--- src/design/ultrasonic_echo_ranger_defines.svh ---
// Assertion macros shared by the ultrasonic echo ranger modules.
// No dependencies; expects clk and rst_n in the including scope.
`ifndef ULTRASONIC_ECHO_RANGER_DEFINES_SVH
`define ULTRASONIC_ECHO_RANGER_DEFINES_SVH

// Same-cycle implication, checked out of reset
`define URE_ASSERT_NOW(label, ante, cons, msg) \
  label: assert property (@(posedge clk) disable iff (!rst_n) (ante) |-> (cons)) \
    else $error(msg);

// Next-cycle implication, checked out of reset
`define URE_ASSERT_NEXT(label, ante, cons, msg) \
  label: assert property (@(posedge clk) disable iff (!rst_n) (ante) |=> (cons)) \
    else $error(msg);

`endif

--- src/design/ure_pkg.sv ---
// Shared types and constants for the ultrasonic echo ranger.
// No dependencies.
`timescale 1ns / 1ps

package ure_pkg;

  // Field widths
  localparam int DUR_W    = 16;
  localparam int FILT_W   = 17;
  localparam int DIST_W   = 19;
  localparam int PERIOD_W = 16;
  localparam int SCHED_W  = 8;

  // Configuration port
  localparam int CFG_ADDR_W = 2;
  localparam int CFG_DATA_W = 16;
  localparam logic [CFG_ADDR_W-1:0] CFG_TIMER_PERIOD = 2'd0;
  localparam logic [CFG_ADDR_W-1:0] CFG_PULSE_SCHED  = 2'd1;
  localparam logic [CFG_ADDR_W-1:0] CFG_TRIG_WIDTH   = 2'd2;

  // Register reset values
  localparam logic [PERIOD_W-1:0] TIMER_PERIOD_RST = 16'd10000;
  localparam logic [SCHED_W-1:0]  PULSE_SCHED_RST  = 8'd5;
  localparam logic [SCHED_W-1:0]  TRIG_WIDTH_RST   = 8'd10;

  // Duration saturation limit in microseconds
  localparam logic [DUR_W-1:0] DUR_MAX = 16'hFFFF;

  // Distance = floor(D * 32000 / 7347) in 1/256 cm
  localparam int PROD_W  = 31;
  localparam int RECIP_W = 32;
  localparam int RECIP_SHIFT = 44;
  localparam int REM_W   = 32;
  localparam logic [14:0]        DIST_NUM   = 15'd32000;
  localparam logic [12:0]        DIST_DEN   = 13'd7347;
  // floor(2^44 / 7347); estimate is low by at most one
  localparam logic [RECIP_W-1:0] DIST_RECIP = 32'd2394472035;

  // Per-stage load enables of the distance pipeline
  typedef struct packed {
    logic s1;
    logic s2;
    logic s3;
    logic s4;
  } pipe_en_t;

endpackage

--- src/design/ure_ctrl.sv ---
// Configuration registers, microsecond counter and trigger scheduler.
// Depends on ure_pkg and ultrasonic_echo_ranger_defines.svh.
`timescale 1ns / 1ps
`include "ultrasonic_echo_ranger_defines.svh"

module ure_ctrl import ure_pkg::*; #(
  parameter int TIME_WIDTH = 32
) (
  input  logic                  clk,
  input  logic                  rst_n,
  input  logic                  cfg_we,
  input  logic [CFG_ADDR_W-1:0] cfg_addr,
  input  logic [CFG_DATA_W-1:0] cfg_data,
  input  logic                  step,
  output logic [TIME_WIDTH-1:0] usec,
  output logic                  trig
);

  logic [PERIOD_W-1:0]   timer_period_r;
  logic [SCHED_W-1:0]    pulse_sched_r;
  logic [SCHED_W-1:0]    trig_width_r;
  logic [TIME_WIDTH-1:0] usec_r;
  logic [PERIOD_W-1:0]   period_r, period_nxt, period_inc;
  logic [SCHED_W-1:0]    sched_r, sched_nxt;
  logic [SCHED_W-1:0]    pulse_r, pulse_nxt, pulse_ld;
  logic                  sched_step, fire;

  // Configuration writes; unknown indexes fall through
  always_ff @(posedge clk) begin
    if (!rst_n) begin
      timer_period_r <= TIMER_PERIOD_RST;
      pulse_sched_r  <= PULSE_SCHED_RST;
      trig_width_r   <= TRIG_WIDTH_RST;
    end else if (cfg_we) begin
      case (cfg_addr)
        CFG_TIMER_PERIOD: timer_period_r <= cfg_data;
        CFG_PULSE_SCHED:  pulse_sched_r  <= cfg_data[SCHED_W-1:0];
        CFG_TRIG_WIDTH:   trig_width_r   <= cfg_data[SCHED_W-1:0];
        default: ;
      endcase
    end
  end

  // Period counter, scheduler and trigger pulse for this tick
  always_comb begin
    period_inc = period_r + 1'b1;
    sched_step = (period_inc == timer_period_r);
    period_nxt = sched_step ? '0 : period_inc;
    fire       = sched_step && (sched_r == pulse_sched_r);
    sched_nxt  = sched_r;
    if (sched_step) begin
      sched_nxt = fire ? '0 : sched_r + 1'b1;
    end
    pulse_ld  = fire ? trig_width_r : pulse_r;
    trig      = (pulse_ld != '0);
    pulse_nxt = trig ? pulse_ld - 1'b1 : pulse_ld;
  end

  always_ff @(posedge clk) begin
    if (!rst_n) begin
      usec_r   <= '0;
      period_r <= '0;
      sched_r  <= '0;
      pulse_r  <= '0;
    end else if (step) begin
      usec_r   <= usec_r + 1'b1;
      period_r <= period_nxt;
      sched_r  <= sched_nxt;
      pulse_r  <= pulse_nxt;
    end
  end

  assign usec = usec_r;

  `URE_ASSERT_NEXT(a_period_restart, step && sched_step, period_r == '0,
    "period counter did not restart on scheduler step")
  `URE_ASSERT_NEXT(a_sched_clear, step && fire, sched_r == '0,
    "schedule count not cleared on trigger firing")

endmodule

--- config.mk ---
export PLATFORM = sky130hd
export DESIGN_NAME = ure_ctrl
export DESIGN_NICKNAME = d
export VERILOG_FILES = /design/src/design/ure_pkg.sv /design/src/design/ure_ctrl.sv
export VERILOG_INCLUDE_DIRS = /design/src /design/src/design
export SDC_FILE = /design/constraint.sdc
export NUM_CORES = 1
export LEC_CHECK = 0
export ABC_AREA = 1
export BUFFER_PORTS_ARGS = -buffer_cell sky130_fd_sc_hd__buf_2
export CORE_MARGIN = 2
export CORE_UTILIZATION = 53
export DETAILED_ROUTE_END_ITERATION = 8
export PLACE_DENSITY = 0.87
export SYNTH_ARGS = -nofsm -noshare
export SYNTH_HDL_FRONTEND = slang
export SYNTH_SLANG_ARGS = --single-unit
export TNS_END_PERCENT = 20
--- constraint.sdc ---
create_clock -name clk -period 2.8 [get_ports clk]
set_input_delay 0.42 -clock clk [delete_from_list [all_inputs] [get_ports clk]]
set_output_delay 0.42 -clock clk [all_outputs]
set_load 0.005 [all_outputs]
Yosys cells after proc, flatten, opt, wreduce, memory -nomap -nowiden --
Index checks and enable logic that the tools add are counted.
Word-level totals: bits in registers 96, input port bits 22, output and inout port bits 33, logic and storage cells 26
Operators by class: add/sub/neg operators 4, eq/ne operators 4, multiplexer cells 4, reduce and logical (&&, ||, !) cells 7
Operators with widths (count):
- $add 32x1->32 const B | 1
- $mux 8 | 3
- $add 16x1->16 const B | 1
- $eq 16x16->1 | 1
- $mux 16 | 1
- $add 8x1->8 const B | 1
- $eq 8x8->1 | 1
- $reduce_and 2->1 | 4
- $reduce_bool 8->1 | 1
- $sub 8x1->8 const B | 1
- $eq 2x1->1 const B | 1
- $eq 2x2->1 const B | 1
- $logic_not 2->1 | 1
- $logic_and 1x1->1 | 1

Depth between registers and ports, before layout --
depth in word-level cells 6, gate-level depth with buffers 24, mapped depth without buffers 24

Worst setup path after synthesis --
No wires, ideal clock.
path kind reg2out, start point reg period_r[0], end point out trig, arrival time 2.436 ns, data required time 2.380 ns, path slack -0.056 ns, stages on the path, launching flop included 21, path buffers 0, path through dfxtp_1 > ha_1 > nand2_1 > nor2_4 > nand3_1 > nand2_1 > nand2_1 > nand2_1 > nand2_1 > nor2_1 > nand2_2 > nor2_8 > nand3_4 > nand2_1 > inv_1 > nor2_2 > inv_1 > ha_1 > nand2_2 > nor2_4 > nand2_2
Between the ends: longest elaborated chain between the ends 5
Ends and longest elaborated chain:
- from (decl) | line ure_ctrl.sv:23 | logic [PERIOD_W-1:0] period_r, period_nxt, period_inc;
- from (signal assigned) | line ure_ctrl.sv:67 | period_r <= period_nxt;
- $add 16x1->16 | line ure_ctrl.sv:46 | period_inc = period_r + 1'b1;
- $eq 16x16->1 | line ure_ctrl.sv:47 | sched_step = (period_inc == timer_period_r);
- $logic_and 1x1->1 | line ure_ctrl.sv:49 | fire = sched_step && (sched_r == pulse_sched_r);
- $mux 8 | line ure_ctrl.sv:54 | pulse_ld = fire ? trig_width_r : pulse_r;
- $reduce_bool 8->1 | line ure_ctrl.sv:55 | trig = (pulse_ld != '0);
- to (decl) | line ure_ctrl.sv:16 | output logic trig
No other way between the ends.

Final worst setup path --
Ends and elaborated chain as after synthesis.

==> metrics.md <==
| Metric | Value |
|---|---|
| Status | `finished with violations` |
| Violated checks | `negative setup slack` |
| HP Class | `input pin to flop` |
| Routed wire length | `14,950 um` |
| Top-count cell post-synth | `nand2_1` |
| Ant diodes | `0` |
| # IOs | `55` |
| Non-filler cells in the finished layout | `1,001` |
| Max Clk Rate | `around 300 MHz` |
| Residual DRC | `0` |
| Die Height | `roughly 100 um` |
| Final Hold Viols | `0` |
| Global Route Usage Sum | `between 20 and 30%` |
| Crit path time final | `approximately 3.4 ns` |
| Port bufs | `54` |
| Worst rel slew slack | `between 60 and 70%` |
| Yosys reg bits | `between 90 and 100` |
| Die X | `between 100 and 150 um` |
| DR WL/cell | `about 15 um` |
| Clk buf depth | `2` |
| Hold WS | `between 0.2 and 0.25 ns` |
| Initial antenna violation count | `0` |
| Startpoint types | `flop` |
| Multiplexer share of the synthesized area | `0%` |
| Layout fillers | `a little under 700` |
| Syn Nets | `around 790` |
| Avg Cell Area, Syn | `between 6 and 7 um2` |
| P_sw | `around 1400 uW` |
| Area grow syn2layout | `25.01%` |
| Post-Syn Area | `about 5000 um2` |
| Combinational share of power | `a little over a third` |
| Hpwl dp | `around 9400 um` |
| CTS clk-pin slew, worst paths | `~0.11 ns` |
| Top cells by count, synth | `nand2_1 (179), inv_1 (98), dfxtp_1 (96), nor2_1 (71), a21oi_1 (64)` |
| Post-synthesis compound-gate area fraction | `a little over an eighth` |
| Max Slew Vio Count | `0` |
| Sink Count | `between 90 and 100` |
| Global route overflow | `0` |
| Leakage | `roughly 0.0027 uW` |
| CP endpoint kind | `output pin` |
| Switching share of power | `approximately 36%` |
| Synth Warn # | `0` |
| Final worst setup slack | `-0.5718 ns` |
| Core area | `approximately 9300 um2` |
| Total Nets Final | `893` |
| Adder-cell share of the synthesized area | `0.9723%` |
| Clock root buffer | `clkbuf_8` |
| Worst EP arrival | `just under 3 ns` |
| Seq pwr share | `38.7%` |
| Largest net degree at the start of global routing | `53` |
| Register area share after synthesis | `between 30% and 40%` |
| Vias post-DR | `between 5,000 and 6,000` |
| Synth Area in Simple Gates | `approximately 36%` |
| Synth cell types | `37` |
| Post-placement setup slack | `-0.1545 ns` |
| Clock Latency Late Sink | `roughly 0.38 ns` |
| Worst slew pin tran | `approximately 0.5 ns` |
| CTS tree | `built` |
| Power Density | `just over 600 nW/um2` |
| Int Pwr | `roughly 2500 uW` |
| Max-cap violation count | `0` |
| Unrepaired setup endpoints after global routing | `yes` |
| Final setup violation count | `9` |
| 1st-pass router iterations | `7` |
| DR iter-0 viols | `between 500 and 600` |
| Maximum VDD drop | `around 0.00040 V` |
| Synth area leaders | `dfxtp_1 (37%), nand2_1 (13%), inv_1 (7.1%), a21oi_1 (6.2%), nor2_1 (5.2%)` |
| Clock Skew | `around 0.013 ns` |
| Crit Path Class | `flop to output pin` |
| Placed Instances | `between 900 and 1,000` |
| EDFF count, synth | `0` |
| Area leader, netlist | `dfxtp_1` |
| Clock power share | `26.2%` |
| Async SR Flop Fraction | `0%` |
| Synth Area in XOR/XNOR | `under 10%` |
| CP max FO | `7` |
| Main combinational cell family by area after synthesis | `simple AND/OR/NAND/NOR gates` |
| Routability cong. | `just over 0.9` |
| First-pass GRT wire length | `around 23,000 um` |
| Rows | `35` |
| Cells on worst reg2reg path | `22` |
| Post-synthesis cell count | `between 700 and 800` |
| Crit share post-route | `120.4%` |
| Hold depth | `3` |
| Cts bufs inserted | `9` |
| WP data required | `about 2.4 ns` |
| Vias in the first global route | `a little over 5,000` |
| Die footprint | `10,520 um2` |
| Htree depth | `3` |
| Area share of the largest cell type after synthesis | `a little under two fifths` |
| Antenna-violating nets left | `0` |
| Initial core utilization | `a little under three fifths` |
| Share of cells above drive strength 1 | `approximately 26%` |
| Synth Flop Type | `dfxtp_1` |
| Hold_buf cts | `0` |
| DR vias/cell | `5.589` |
## worst paths after layout
path / start / end / slack, ns
setup / recovery: period_r[0] / trig / -0.57
hold / removal: cfg_data[9] / timer_period_r[9] / 0.24
setup reg to reg: period_r[0] / pulse_r[1] / -0.32
hold reg to reg: pulse_r[3] / pulse_r[3] / 0.47
## layout by cell type (no fill, tap or decap), drive strengths merged, types with 11 or more instances in the layout
| cell | count |
|---|---|
| dfxtp | 96 |
| a21oi | 65 |
| nor3 | 23 |
| nand2 | 194 |
| nand4 | 26 |
| o21ai | 50 |
| nand3 | 46 |
| nor2 | 87 |
| inv | 105 |
| buf | 113 |
| xor2 | 11 |
## state kept, by name, indices dropped and copies added, names as in the netlist
register,flops
period_r,16
pulse_sched_r,8
timer_period_r,16
pulse_r,8
sched_r,8
trig_width_r,8
usec,32
## metal layers
layer / track usage, % / wire (um) / vias up
met4: 9.949 / 416 / 0
li1: - / - / 2693
met1: 38.07 / 6034 / 2513
met3: 3.322 / 1485 / 47
met2: 46.00 / 7013 / 342
met5: 0 / 0 / -
## area by class of cell
class / count / area (um2) / share of cell area (%)
Inverter: 103 / 389.1 / 6.047
Multi-Input combinational cell: 544 / 2985 / 46.39
Tap cell: 129 / 161.4 / 2.508
Sequential cell: 96 / 1939 / 30.14
Clock buffer: 9 / 123.9 / 1.925
Clock inverter: 7 / 97.59 / 1.517
Timing Repair Buffer: 113 / 738.2 / 11.47
## metrics by stage
step           power, uW  setup TNS (ns)  cell area, um2  utilization, %
2_1_floorplan       2255               0            5164               -
3_3_place_gp        2571        -0.06172            5857           62.79
3_5_place_dp        2603         -0.3979            5857           62.79
4_1_cts             3694         -0.5135            6245           66.95
5_1_grt             4042          -3.581            6435           68.99
6_report            3882          -2.226            6435           68.99
## repair_timing
action                     4_1_cts  5_1_grt
setup buffers                   10        5
resized for setup               23       49
hold endpoints to repair         0        0
setup endpoints to repair        9       15
pin swaps                       28       32
## power groups by stage
| stage | registers, uW | logic (uW) | clock network [uW] |
|---|---|---|---|
| 6_report | 1500 | 1360 | 1020 |
| 5_1_grt | 1510 | 1470 | 1060 |
| 4_1_cts | 1500 | 1180 | 1010 |
| 3_5_place_dp | 1530 | 1080 | 0 |
| 3_3_place_gp | 1520 | 1050 | 0 |
| 2_1_floorplan | 1510 | 740 | 0 |
## worst max-delay path, cell delays in order (launching register included)
cell	delay, ns
dfxtp_4	0.38
ha_4	0.18
nor2_1	0.21
nor2_1	0.10
nand2_1	0.07
nand2_1	0.07
nor2_2	0.15
nand2_1	0.09
nor2_2	0.13
nand2_4	0.08
nor2_8	0.14
nand3_4	0.10
buf_6	0.15
buf_6	0.13
o21ai_4	0.16
nand2_2	0.10
nor2_4	0.14
nand2_2	0.08
buf_6	0.12
## cell families (layout without fill, tap and decap cells)
family	after synthesis	count (layout)
simple gates	391	391
compound gates	129	129
buf+inv	121	232
flops	96	96
xor+xnor	20	20
fa+ha+maj	4	4
Power figures use the tool's default switching activity.
