<file path="src/design/ultrasonic_echo_ranger_defines.svh">
// Assertion macros shared by the ultrasonic echo ranger modules.
// No dependencies; expects clk and rst_n in the including scope.
`ifndef ULTRASONIC_ECHO_RANGER_DEFINES_SVH
`define ULTRASONIC_ECHO_RANGER_DEFINES_SVH

// Same-cycle implication, checked out of reset
`define URE_ASSERT_NOW(label, ante, cons, msg) \
  label: assert property (@(posedge clk) disable iff (!rst_n) (ante) |-> (cons)) \
    else $error(msg);

// Next-cycle implication, checked out of reset
`define URE_ASSERT_NEXT(label, ante, cons, msg) \
  label: assert property (@(posedge clk) disable iff (!rst_n) (ante) |=> (cons)) \
    else $error(msg);

`endif

</file>
<file path="src/design/ure_pkg.sv">
// Shared types and constants for the ultrasonic echo ranger.
// No dependencies.
`timescale 1ns / 1ps

package ure_pkg;

  // Field widths
  localparam int DUR_W    = 16;
  localparam int FILT_W   = 17;
  localparam int DIST_W   = 19;
  localparam int PERIOD_W = 16;
  localparam int SCHED_W  = 8;

  // Configuration port
  localparam int CFG_ADDR_W = 2;
  localparam int CFG_DATA_W = 16;
  localparam logic [CFG_ADDR_W-1:0] CFG_TIMER_PERIOD = 2'd0;
  localparam logic [CFG_ADDR_W-1:0] CFG_PULSE_SCHED  = 2'd1;
  localparam logic [CFG_ADDR_W-1:0] CFG_TRIG_WIDTH   = 2'd2;

  // Register reset values
  localparam logic [PERIOD_W-1:0] TIMER_PERIOD_RST = 16'd10000;
  localparam logic [SCHED_W-1:0]  PULSE_SCHED_RST  = 8'd5;
  localparam logic [SCHED_W-1:0]  TRIG_WIDTH_RST   = 8'd10;

  // Duration saturation limit in microseconds
  localparam logic [DUR_W-1:0] DUR_MAX = 16'hFFFF;

  // Distance = floor(D * 32000 / 7347) in 1/256 cm
  localparam int PROD_W  = 31;
  localparam int RECIP_W = 32;
  localparam int RECIP_SHIFT = 44;
  localparam int REM_W   = 32;
  localparam logic [14:0]        DIST_NUM   = 15'd32000;
  localparam logic [12:0]        DIST_DEN   = 13'd7347;
  // floor(2^44 / 7347); estimate is low by at most one
  localparam logic [RECIP_W-1:0] DIST_RECIP = 32'd2394472035;

  // Per-stage load enables of the distance pipeline
  typedef struct packed {
    logic s1;
    logic s2;
    logic s3;
    logic s4;
  } pipe_en_t;

endpackage

</file>
<file path="src/design/ure_scale.sv">
// Distance scaling lane: D * 32000 / 7347 over four register stages.
// Depends on ure_pkg.
`timescale 1ns / 1ps

module ure_scale import ure_pkg::*; (
  input  logic              clk,
  input  pipe_en_t          en,
  input  logic [DUR_W-1:0]  dur_avg,
  output logic [DIST_W-1:0] distance
);

  logic [DUR_W-1:0]            d_r;
  logic [PROD_W-1:0]           x_r, x3_r;
  logic [DIST_W-1:0]           q0_r, dist_r;
  logic [PROD_W+RECIP_W-1:0]   est;
  logic [REM_W-1:0]            back, rem;

  // Reciprocal estimate and remainder correction
  always_comb begin
    est  = {{RECIP_W{1'b0}}, x_r} * {{PROD_W{1'b0}}, DIST_RECIP};
    back = {{(REM_W-DIST_W){1'b0}}, q0_r} * {{(REM_W-13){1'b0}}, DIST_DEN};
    rem  = {{(REM_W-PROD_W){1'b0}}, x3_r} - back;
  end

  always_ff @(posedge clk) begin
    if (en.s1) begin
      d_r <= dur_avg;
    end
    if (en.s2) begin
      x_r <= PROD_W'(d_r * DIST_NUM);
    end
    if (en.s3) begin
      q0_r <= est[RECIP_SHIFT +: DIST_W];
      x3_r <= x_r;
    end
    if (en.s4) begin
      dist_r <= (rem >= {{(REM_W-13){1'b0}}, DIST_DEN}) ? q0_r + 1'b1 : q0_r;
    end
  end

  assign distance = dist_r;

endmodule

</file>
<file path="config.mk">
export PLATFORM = sky130hd
export DESIGN_NAME = ure_scale
export DESIGN_NICKNAME = d
export VERILOG_FILES = /design/src/design/ultrasonic_echo_ranger_defines.svh /design/src/design/ure_pkg.sv /design/src/design/ure_scale.sv
export SDC_FILE = /design/constraint.sdc
export NUM_CORES = 1
export LEC_CHECK = 0
export ABC_AREA = 1
export BUFFER_PORTS_ARGS = -buffer_cell sky130_fd_sc_hd__buf_2
export CORE_MARGIN = 2
export CORE_UTILIZATION = 40
export CTS_BUF_LIST = sky130_fd_sc_hd__clkbuf_4 sky130_fd_sc_hd__clkbuf_8 sky130_fd_sc_hd__clkbuf_16
export CTS_CLUSTER_SIZE = 28
export DETAILED_ROUTE_END_ITERATION = 7
export MAX_ROUTING_LAYER = met4
export PLACE_DENSITY = 0.65
export SLEW_MARGIN = 20
export SYNTH_ARGS = -nofsm -noshare
export SYNTH_HDL_FRONTEND = slang
export SYNTH_SLANG_ARGS = --single-unit
</file>
<file path="constraint.sdc">
create_clock -name clk -period 7.3 [get_ports clk]
set_input_delay 0.365 -clock clk [delete_from_list [all_inputs] [get_ports clk]]
set_output_delay 0.365 -clock clk [all_outputs]
set_load 0.01 [all_outputs]
</file>
; ---- Word-level counts from Yosys, hierarchy flattened
; Cells that the tools add are included.
[word_totals]
register_bits = 100
in_bits = 21
out_inout_bits = 19
[classes]
n_addsub = 2
mul = 3
magnitude_cmp = 1
mux = 1
[ops]
columns = operator, count
row1 = 23-bit by 32-bit multiplier with 55-bit output (second input constant), 1
row2 = 32-bit by 13-bit greater-or-equal comparator with 1-bit output (second input constant), 1
row3 = 19-bit by 13-bit multiplier with 32-bit output (second input constant), 1
row4 = 31-bit by 32-bit subtractor with 32-bit output, 1
row5 = 16-bit by 7-bit multiplier with 23-bit output (second input constant), 1
row6 = 19-bit by 1-bit adder with 19-bit output (second input constant), 1
row7 = 19-bit two-way mux, 1

; ---- Depth between registers and ports, before layout
; Gate-level depths: netlist (run 1).
[logic_depth]
depth_word = 4
depth_mapped = 30

; ---- Least setup slack after synthesis (run 1)
; OpenSTA, ideal clock, no wires.
[synth_timing]
path_kind = reg-to-reg
start = reg q0_r[2]
end = reg dist_r[16], in the netlist distance[16], data pin
setup_time_ns = 0.253
arrival_time_ns = 5.650
required_ns = 7.047
setup_slack_ns = 1.397
stages_incl_launch_ff = 30
n_path_buf = 1
period_less_slack_ns = 5.903
cell_sequence = edfxtp_1 inv_1 fa_1 inv_1 fa_1 inv_1 fa_1 inv_1 fa_1 fa_1 fa_1 inv_1 ha_1 nand2_1 inv_2 nand2_1 inv_1 a21oi_1 nand2_2 nand2_2 nand2_1 nand2_1 nand2_1 nor2_1 nand2_1 nor2_4 nand3_4 buf_6 nand2_1 nand2_1
[synth_between]
elab_chain_len = 4
word_cells_on_any_way = 5
[synth_lines]
columns = element, line_no
row1 = start: declaration, ure_scale.sv:14  ; logic [DIST_W-1:0] q0_r, dist_r;
row2 = start signal: assignment, ure_scale.sv:33  ; q0_r <= est[RECIP_SHIFT +: DIST_W];
row3 = 19-bit by 13-bit multiplier with 32-bit output, ure_scale.sv:21  ; back = {{(REM_W-DIST_W){1'b0}}, q0_r} * {{(REM_W-13){1'b0}}, DIST_DEN};
row4 = 31-bit by 32-bit subtractor with 32-bit output, ure_scale.sv:22  ; rem = {{(REM_W-PROD_W){1'b0}}, x3_r} - back;
row5 = 32-bit by 13-bit greater-or-equal comparator with 1-bit output, ure_scale.sv:37  ; dist_r <= (rem >= {{(REM_W-13){1'b0}}, DIST_DEN}) ? q0_r + 1'b1 : q0_r;
row6 = 19-bit two-way mux *, ure_scale.sv:37
row7 = end signal: assignment, ure_scale.sv:37
row8 = end: declaration, ure_scale.sv:14
; Mark *: on every way between the ends. The rest lies on a longest branch, timed or not.
; A chain may end at the register's enable or synchronous reset.

; ---- Worst setup path after layout (run 1)
[layout_timing]
start = reg x_r[13]
end = reg q0_r[9], data pin
[layout_between]
elab_chain_len = 1
[layout_lines]
columns = element, line_no
row1 = start: declaration, ure_scale.sv:13  ; logic [PROD_W-1:0] x_r, x3_r;
row2 = start signal: assignment, ure_scale.sv:30  ; x_r <= PROD_W'(d_r * DIST_NUM);
row3 = 23-bit by 32-bit multiplier with 55-bit output, ure_scale.sv:20  ; est = {{RECIP_W{1'b0}}, x_r} * {{PROD_W{1'b0}}, DIST_RECIP};
row4 = named net est[53], ure_scale.sv:15  ; logic [PROD_W+RECIP_W-1:0] est;
; The timed path passes the listed nets, and every way through them passes these cells.

==> impl_results.md, run 1 <==
- Status: finished, final reports clean
- Post-layout min period: 6.740 ns
- Highest-delay cell along the critical path: edfxtp_1
- DP HPWL: 58370 um
- Avg WL per Cell: 17.30 um
- Max_slew headroom: 40.54%
- Diodes inserted: 0
- Max Cap Viol: 0
- Critical Path Start Type: flop
- Via Count: 17948
- Cell accounting for the most synthesized area: fa_1
- DRC errors left: 0
- Max Clock Freq: 0.1484 GHz
- Crit path cell chain: fa_1 -> inv_1 -> fa_1 -> inv_1 -> fa_1 -> inv_1 -> fa_1 -> inv_1 -> fa_1 -> inv_1 -> fa_1 -> fa_1 -> inv_1 -> ha_1 -> nand2_1 -> o21ai_0 -> a21oi_1 -> nand2_1 -> nand2_1 -> nand3_1 -> a21oi_1 -> xnor2_1
- Antenna violations before repair: 0
- Hold WC Path Type: in -> reg
- 1st-pass router iterations: 7
- Hold_buf cts: 0
- Slew Limit Fails: 0
- P&R area growth vs syn: 5.995%
- Setup Fix Bufs, Post-CTS: 0
- Mapped cell area: 25670 um^2
- Post-synth ARST share: 0%
- Final worst-path cycle share: 92.32%
- Final Hold Vio Count: 0
- Largest net degree at the start of global routing: 43
- CTS buffer count: 9
- CP max stage delay: 0.73 ns
- Critical setup path kind: reg -> reg
- Synth Area per Inst: 9.041 um^2
- Root Buffer: clkbuf_16
- Worst-Margin Slew: 0.8919 ns
- Top-count cell post-synth: inv_1
- Core Box Area: 63310 um^2
- # rows: 92
- Register Area: 3003 um^2
- Starting density of the core: 40.54%
- Fin Clk Skew: 0.01731 ns
- CTS tree: yes
- Warnings, synthesis: 0
- Flops & latches, synth: 100
- Multi-input combinational cell area: 19360 um^2
- Largest cells by area after synthesis: fa_1 35%, ha_1 22%, inv_1 12%, edfxtp_1 12%, nand2_1 5.9%
- CP Data Arrival Time: 6.91 ns
- H-Tree Depth: 3
- Largest family of logic cells by synthesized area: adder cells
- XOR/XNOR share of the synthesized area: 2.081%
- Fillers: 6345
- Post-synthesis adder-cell area fraction: 56.68%
- Boundary Pins: 40
- Clock tree buffer depth: 2
- Routed WL: 64790 um
- Overflow after GRT: 0
- Top cells by count, synth: 849 x inv_1, 454 x ha_1, 443 x fa_1, 405 x nand2_1, 134 x nor2_1
- Worst-Skew Late Latency: 0.41 ns
- Final net count: 3811
- Crit path required time: 7.47 ns
- CP Capture Type: flop
- Clock slew at reported path FFs: 0.09 ns
- Post-cts gate resize count: 0
- Seq/Total Area, Yosys: 11.70%
- Multiplexer area fraction after synthesis: 0%
- Crit-path most repeated cell: fa_1
- Die area: 66210 um^2
- Synth top area share: 34.55%
- Setup Viol. Count Final: 0
- Post-synthesis net count: 3757
- ANT nets after route: 0
- Compound-cell area share of the yosys netlist: 4.636%
- Gate Count Post-Synth: 2839
- Starting DRT DRC Count: 1156
- Setup TNS: 0 ns
- Vias in the first global route: 19467
- Post-synth EDFFs: 100
- Cell variety after synth: 44
- Die X: 257.3 um
- First-pass GRT wire length: 104900 um
- Via-per-instance ratio: 4.794
- Clk sinks: 100
- Critical path peak fanout: 9
- Unrepaired setup endpoints after global routing: no
- Port bufs: 39
- Routability cong.: 0.9941
- Die H: 257.3 um
- Prevailing post-synth register cell: edfxtp_1
- Layout cells sized above 1: 4.175%
- Post-synthesis simple-gate area fraction: 12.02%
- Gr usage total: 21.02%
==> logic make-up (layout without fill, tap and decap cells) <==
| group | count (synthesis) | count (layout) |
|---|---|---|
| and+or+nand+nor | 707 | 707 |
| xor gates and xnor gates | 61 | 61 |
| buffers and inverters | 863 | 922 |
| adders and majority gates | 897 | 897 |
| AOI/OAI and AO/OA | 211 | 211 |
| DFF | 100 | 100 |
==> state kept, by name, indices dropped and copies added (netlist names) <==
name and cells:
x3_r 23, x_r 23, distance 19, q0_r 19, d_r 16
==> layout by cell type, fill, tap and decap left out, types with 3 or more instances in the layout <==
master     Yosys  routed
a21boi_0       3       3
or2_2          3       3
a21o_1        12      12
nand3_1       53      53
o211ai_1       5       5
fa_1         443     443
xnor2_1       12      12
nand2_2       23      23
nor4_1         9       9
and3_1         3       3
nor3_1        15      15
buf_2          0      38
nand3b_1      11      11
inv_1        849     849
nand3_2        6       6
nor2_1       134     134
a21oi_1       95      95
ha_1         454     454
inv_2          7       7
xor2_1        49      49
clkbuf_16      0       9
edfxtp_1     100     100
o21ai_0       54      54
nand2_1      405     405
nor2_2         4       4
nor2_4         4       4
a31oi_1       22      22
nand4_1       30      30
o21bai_1       9       9
buf_4          0      12
==> stage by stage <==
stage	utilization [%]	instances	cell area, um^2	setup WS, ns	hold slack [ns]
after floorplan	-	2839	25670	1.397	0.4639
after global placement	42.51	3728	26910	0.6624	0.5421
after detailed placement	42.51	3728	26910	0.5995	0.5437
after CTS	42.97	3744	27200	0.6067	0.1099
after global routing	42.97	3744	27210	0.2661	0.1140
final	42.97	3744	27210	0.5604	0.1239
==> final timing paths <==
| check | startpoint | to | slack [ns] | cells past startpoint |
|---|---|---|---|---|
| max reg2reg | x_r[13] | q0_r[9] | 0.56 | 22 |
| min reg2reg | d_r[0] | x_r[8] | 0.66 | 0 |
| min | dur_avg[10] | d_r[10] | 0.12 | 1 |
| max | x_r[13] | q0_r[9] | 0.56 | 22 |
==> metal layers <==
metal | up-vias | global-route usage, % | share of wire [%]
li1 | 8727 | - | -
met1 | 8761 | 26.79 | 44
met2 | 373 | 35.61 | 49
met3 | 87 | 2.364 | 3.9
met4 | 0 | 5.523 | 2.7
met5 | - | - | 0
==> layout make-up <==
| class | instances | area share [%] |
|---|---|---|
| tap | 846 | 3.891 |
| clock buffer | 9 | 0.8278 |
| clock inverter | 7 | 0.2529 |
| sequential | 100 | 11.04 |
| multi-input combinational | 1876 | 71.15 |
| inverter | 856 | 11.81 |
| timing repair buffer | 50 | 1.030 |
==> critical path: cells and delay by family (launching register included) <==
family                   cells  cell delay (ns)
flip-flops                   1             0.73
buffers and inverters        6             0.40
XOR/XNOR                     1             0.39
AO/OA/AOI/OAI                3             0.55
adder cells (fa/ha/maj)      8             4.01
AND/OR/NAND/NOR              4             0.46
Power of run 1 is left out: the tool's default activity adds up to more than one toggle a clock period on the data nets, which glitch-free logic cannot reach.
==> run 2, diff against run 1 <==
--- a/config.mk
+++ b/config.mk
@@ -13,7 +13,7 @@
 export CTS_CLUSTER_SIZE = 28
 export DETAILED_ROUTE_END_ITERATION = 7
 export MAX_ROUTING_LAYER = met4
-export PLACE_DENSITY = 0.65
+export PLACE_DENSITY_LB_ADDON = 0.05
 export SLEW_MARGIN = 20
 export SYNTH_ARGS = -nofsm -noshare
 export SYNTH_HDL_FRONTEND = slang
==> impl_results.md, run 2 (same netlist as run 1, synthesis figures left out) <==
- Status: finished, final reports clean
- R2R cell count: 28
- CP max stage delay: 0.68 ns
- Starting DRT DRC Count: 880
- Top flop regs: x3_r: 23 flops, x_r: 23 flops
- FF-to-FF setup slack: 0.51 ns
- CP Data Arrival Time: 6.92 ns
- 1st-pass router iterations: 5
- # rows: 92
- Routability cong.: 0.9526
- Placed Cells: 3735
- Vias in the first global route: 19849
- Commonest non-fill, non-tap cell in the layout: inv_1
- Die H: 257.3 um
- Setup TNS: 0 ns
- Unrepaired setup endpoints after global routing: no
- CTS buffer count: 9
- Max Cap Viol: 0
- Critical Path Start Type: flop
- Worst-Margin Slew: 0.7880 ns
- Hold Path Depth: 1
- Diodes inserted: 0
- Highest-delay cell along the critical path: edfxtp_1
- Antenna violations before repair: 0
- Gr usage total: 23.73%
- Worst-Skew Late Latency: 0.38 ns
- Setup Fix Bufs, Post-CTS: 0
- Via-per-instance ratio: 4.793
- Overflow after GRT: 0
- Port bufs: 39
- CP Launch Point: q0_r[2]
- Starting density of the core: 40.54%
- Crit-path most repeated cell: nand2_1
- H-Tree Depth: 3
- Clock tree buffer depth: 2
- CTS tree: yes
- Critical setup path kind: reg -> reg
- Via Count: 17974
- Max Clock Freq: 0.1473 GHz
- DP HPWL: 67230 um
- FF-to-FF Start: q0_r[2]
- Die X: 257.3 um
- Worst r2r dst: distance[11]
- Slew Limit Fails: 0
- Final Hold Vio Count: 0
- Setup Viol. Count Final: 0
- Crit path required time: 7.43 ns
- Routed WL: 73550 um
- Fin Clk Skew: 0.01676 ns
- Core Box Area: 63310 um^2
- Critical path peak fanout: 19
- Final worst-path cycle share: 93.01%
- Layout cells sized above 1: 4.373%
- Avg WL per Cell: 19.61 um
- Die area: 66210 um^2
- DRC errors left: 0
- Filler-free cell count of the finished design: 3750
- ANT nets after route: 0
- Largest net degree at the start of global routing: 43
- Hold WC Path Type: in -> reg
- Clock slew at reported path FFs: 0.09 ns
- First-pass GRT wire length: 115400 um
- Post-layout min period: 6.790 ns
- CP Capture Type: flop
- Commonest cells after routing, fill and taps aside: 849 x inv_1, 454 x ha_1, 443 x fa_1
- Boundary Pins: 40
- Post-cts gate resize count: 0
- Max_slew headroom: 47.47%
- Final net count: 3818
- Clk sinks: 100
- Hold_buf cts: 0
- P&R area growth vs syn: 6.200%
- Root Buffer: clkbuf_16
- Worst setup path endpoint: distance[11]
run 2: layer usage:
| metal | up-vias | GRT usage, % | part of all wire, % |
|---|---|---|---|
| li1 | 8733 | - | - |
| met1 | 8928 | 28.76 | 42 |
| met2 | 245 | 42.68 | 53 |
| met3 | 68 | 1.340 | 1.8 |
| met4 | 0 | 6.792 | 3.0 |
| met5 | - | - | 0 |
run 2: worst max-delay path, delay by kind of cell (launching register included):
| kind | cells | cell delay, ns |
|---|---|---|
| AOI/OAI and AO/OA | 1 | 0.21 |
| adders and majority gates | 7 | 3.55 |
| buffers and inverters | 7 | 0.65 |
| DFF | 1 | 0.68 |
| and+or+nand+nor | 13 | 1.42 |
run 2: worst min path at each step:
stage	from	to	slack [ns]
after floorplan	dur_avg[0]	d_r[0]	0.46
after detailed placement	dur_avg[0]	d_r[0]	0.54
final	dur_avg[7]	d_r[7]	0.16
after CTS	dur_avg[4]	d_r[4]	0.14
after global placement	dur_avg[0]	d_r[0]	0.54
after global routing	dur_avg[7]	d_r[7]	0.14
run 2: layout make-up:
type	instances	area, um^2
clock inverter	6	71.32
clock buffer	9	225.2
inverter	856	3213
sequential	100	3003
fill	6446	36050
tap	846	1059
multi-input combinational	1876	19360
timing repair buffer	57	330.3
run 2: stage by stage:
stage               setup slack, ns  utilization, %  hold slack [ns]  cell area, um^2
floorplan                     1.397               -           0.4639            25670
global placement             0.4590           42.59           0.5418            26960
detailed placement           0.3862           42.59           0.5431            26960
CTS                          0.3763           43.06           0.1355            27260
global route                0.02112           43.06           0.1390            27260
finish                       0.5102           43.06           0.1570            27260
Power of run 2 is left out for the same reason.
==> run 3, diff against run 2 <==
--- a/config.mk
+++ b/config.mk
@@ -13,7 +13,7 @@
 export CTS_CLUSTER_SIZE = 28
 export DETAILED_ROUTE_END_ITERATION = 7
 export MAX_ROUTING_LAYER = met4
-export PLACE_DENSITY_LB_ADDON = 0.05
+export PLACE_DENSITY = 0.56
 export SLEW_MARGIN = 20
 export SYNTH_ARGS = -nofsm -noshare
 export SYNTH_HDL_FRONTEND = slang
==> impl_results.md, run 3 (same netlist as run 1, synthesis figures left out) <==
- Status: finished, final reports clean
- Placed Cells: 3728
- Via Count: 18042
- Commonest non-fill, non-tap cell in the layout: inv_1
- Worst-Margin Slew: 1.064 ns
- Core Box Area: 63310 um^2
- Crit-path most repeated cell: fa_1
- Commonest cells after routing, fill and taps aside: 849 x inv_1, 454 x ha_1, 443 x fa_1
- Final WS setup: 0.5830 ns
- Clock slew at reported path FFs: 0.08 ns
- Vias in the first global route: 19667
- Highest-delay cell along the critical path: fa_1
- Crit path required time: 7.43 ns
- Overflow after GRT: 0
- Gr usage total: 22.03%
- H-Tree Depth: 3
- R2R cell count: 21
- Root Buffer: clkbuf_16
- Top flop regs: x3_r: 23 flops, x_r: 23 flops
- Clock tree buffer depth: 2
- Layout cells sized above 1: 4.210%
- Final net count: 3811
- DP Worst Slack: 0.5671 ns
- Final Hold Vio Count: 0
- CTS tree: yes
- First-pass GRT wire length: 108400 um
- Critical path peak fanout: 9
- Diodes inserted: 0
- Fin util: 42.97%
- Routability cong.: 0.9797
- Avg WL per Cell: 18.28 um
- Hold_buf cts: 0
- FF-to-FF Start: x_r[13]
- Max Cap Viol: 0
- Die H: 257.3 um
- CP max stage delay: 0.68 ns
- Post-cts gate resize count: 0
- DP HPWL: 62220 um
- DRC errors left: 0
- Hold WC Path Type: in -> reg
- Critical Path Start Type: flop
- CP Data Arrival Time: 6.85 ns
- ANT nets after route: 0
- Die area: 66210 um^2
- Post-layout min period: 6.717 ns
- Fillers: 6329
- Crit path cell chain: fa_1 -> inv_1 -> fa_1 -> inv_1 -> fa_1 -> fa_1 -> inv_1 -> fa_1 -> fa_1 -> fa_1 -> inv_1 -> ha_1 -> nand2_1 -> nor2_1 -> inv_1 -> nor4_1 -> nand4_1 -> nand3_1 -> nand2_1 -> nand2_1 -> xor2_1
- Worst r2r dst: q0_r[14]
- Final worst-path cycle share: 92.01%
- Max_slew headroom: 29.09%
- Hold Path Depth: 1
- Port bufs: 39
- Clk sinks: 100
- Worst-Skew Late Latency: 0.39 ns
- Hold Crit Start: dur_avg[11]
- Slew Limit Fails: 0
- Antenna violations before repair: 0
- Largest net degree at the start of global routing: 43
- Max Clock Freq: 0.1489 GHz
- CTS buffer count: 9
- Starting DRT DRC Count: 892
- Starting density of the core: 40.54%
- Hold worst-path end: d_r[11]
- Unrepaired setup endpoints after global routing: no
- Setup Fix Bufs, Post-CTS: 0
- Die X: 257.3 um
- # rows: 92
- FF-to-FF setup slack: 0.58 ns
- Setup Viol. Count Final: 0
- Filler-free cell count of the finished design: 3744
- P&R area growth vs syn: 5.981%
- Setup TNS: 0 ns
- Via-per-instance ratio: 4.819
- Critical setup path kind: reg -> reg
- CP Capture Type: flop
- 1st-pass router iterations: 6
- Routed WL: 68440 um
- Fin Clk Skew: 0.01840 ns
- Boundary Pins: 40
## run 3: changes by cell type in the layout (fill, tap and decap cells not counted), sizes merged
| cell | change |
|---|---|
| buf | -7 |
| clkinvlp | +1 |
| inv | +1 |
| bufinv | -1 |
## run 3: cell type report
type	instances	area, um^2	area share, %
inverters	856	3213	11.81
clock buffers	9	225.2	0.8279
flip-flops and latches	100	3003	11.04
multi-input cells	1876	19360	71.16
repair buffers	50	280.3	1.030
well taps	846	1059	3.891
clock inverters	7	65.06	0.2392
## run 3: through the flow
stage               instance area (um^2)  hold WS [ns]
finish                             27200        0.1444
global placement                   26910        0.5432
floorplan                          25670        0.4639
global route                       27200        0.1271
detailed placement                 26910        0.5431
CTS                                27200        0.1219
## run 3: how the worst max path moves through the flow
| stage | start | to | slack, ns |
|---|---|---|---|
| 2_1_floorplan | q0_r[2] | distance[16] | 1.40 |
| 3_3_place_gp | q0_r[2] | distance[0] | 0.63 |
| 3_5_place_dp | q0_r[2] | distance[6] | 0.57 |
| 4_1_cts | q0_r[2] | distance[14] | 0.56 |
| 5_1_grt | q0_r[2] | distance[17] | 0.17 |
| 6_report | x_r[13] | q0_r[14] | 0.58 |
## run 3: per-layer routing
layer | vias up | global-route usage [%] | part of all wire [%]
met2 | 322 | 39.04 | 52
li1 | 8724 | - | -
met1 | 8916 | 26.76 | 43
met5 | - | - | 0
met3 | 80 | 2.029 | 2.6
met4 | 0 | 6.198 | 2.9
## run 3: critical path: cells and delay by family, from the launching register on
kind,cells,cell delay [ns]
fa+ha+maj,8,4.06
simple gates,7,1.34
flops,1,0.62
buf+inv,5,0.37
xor+xnor,1,0.06
Power of run 3 is left out for the same reason.
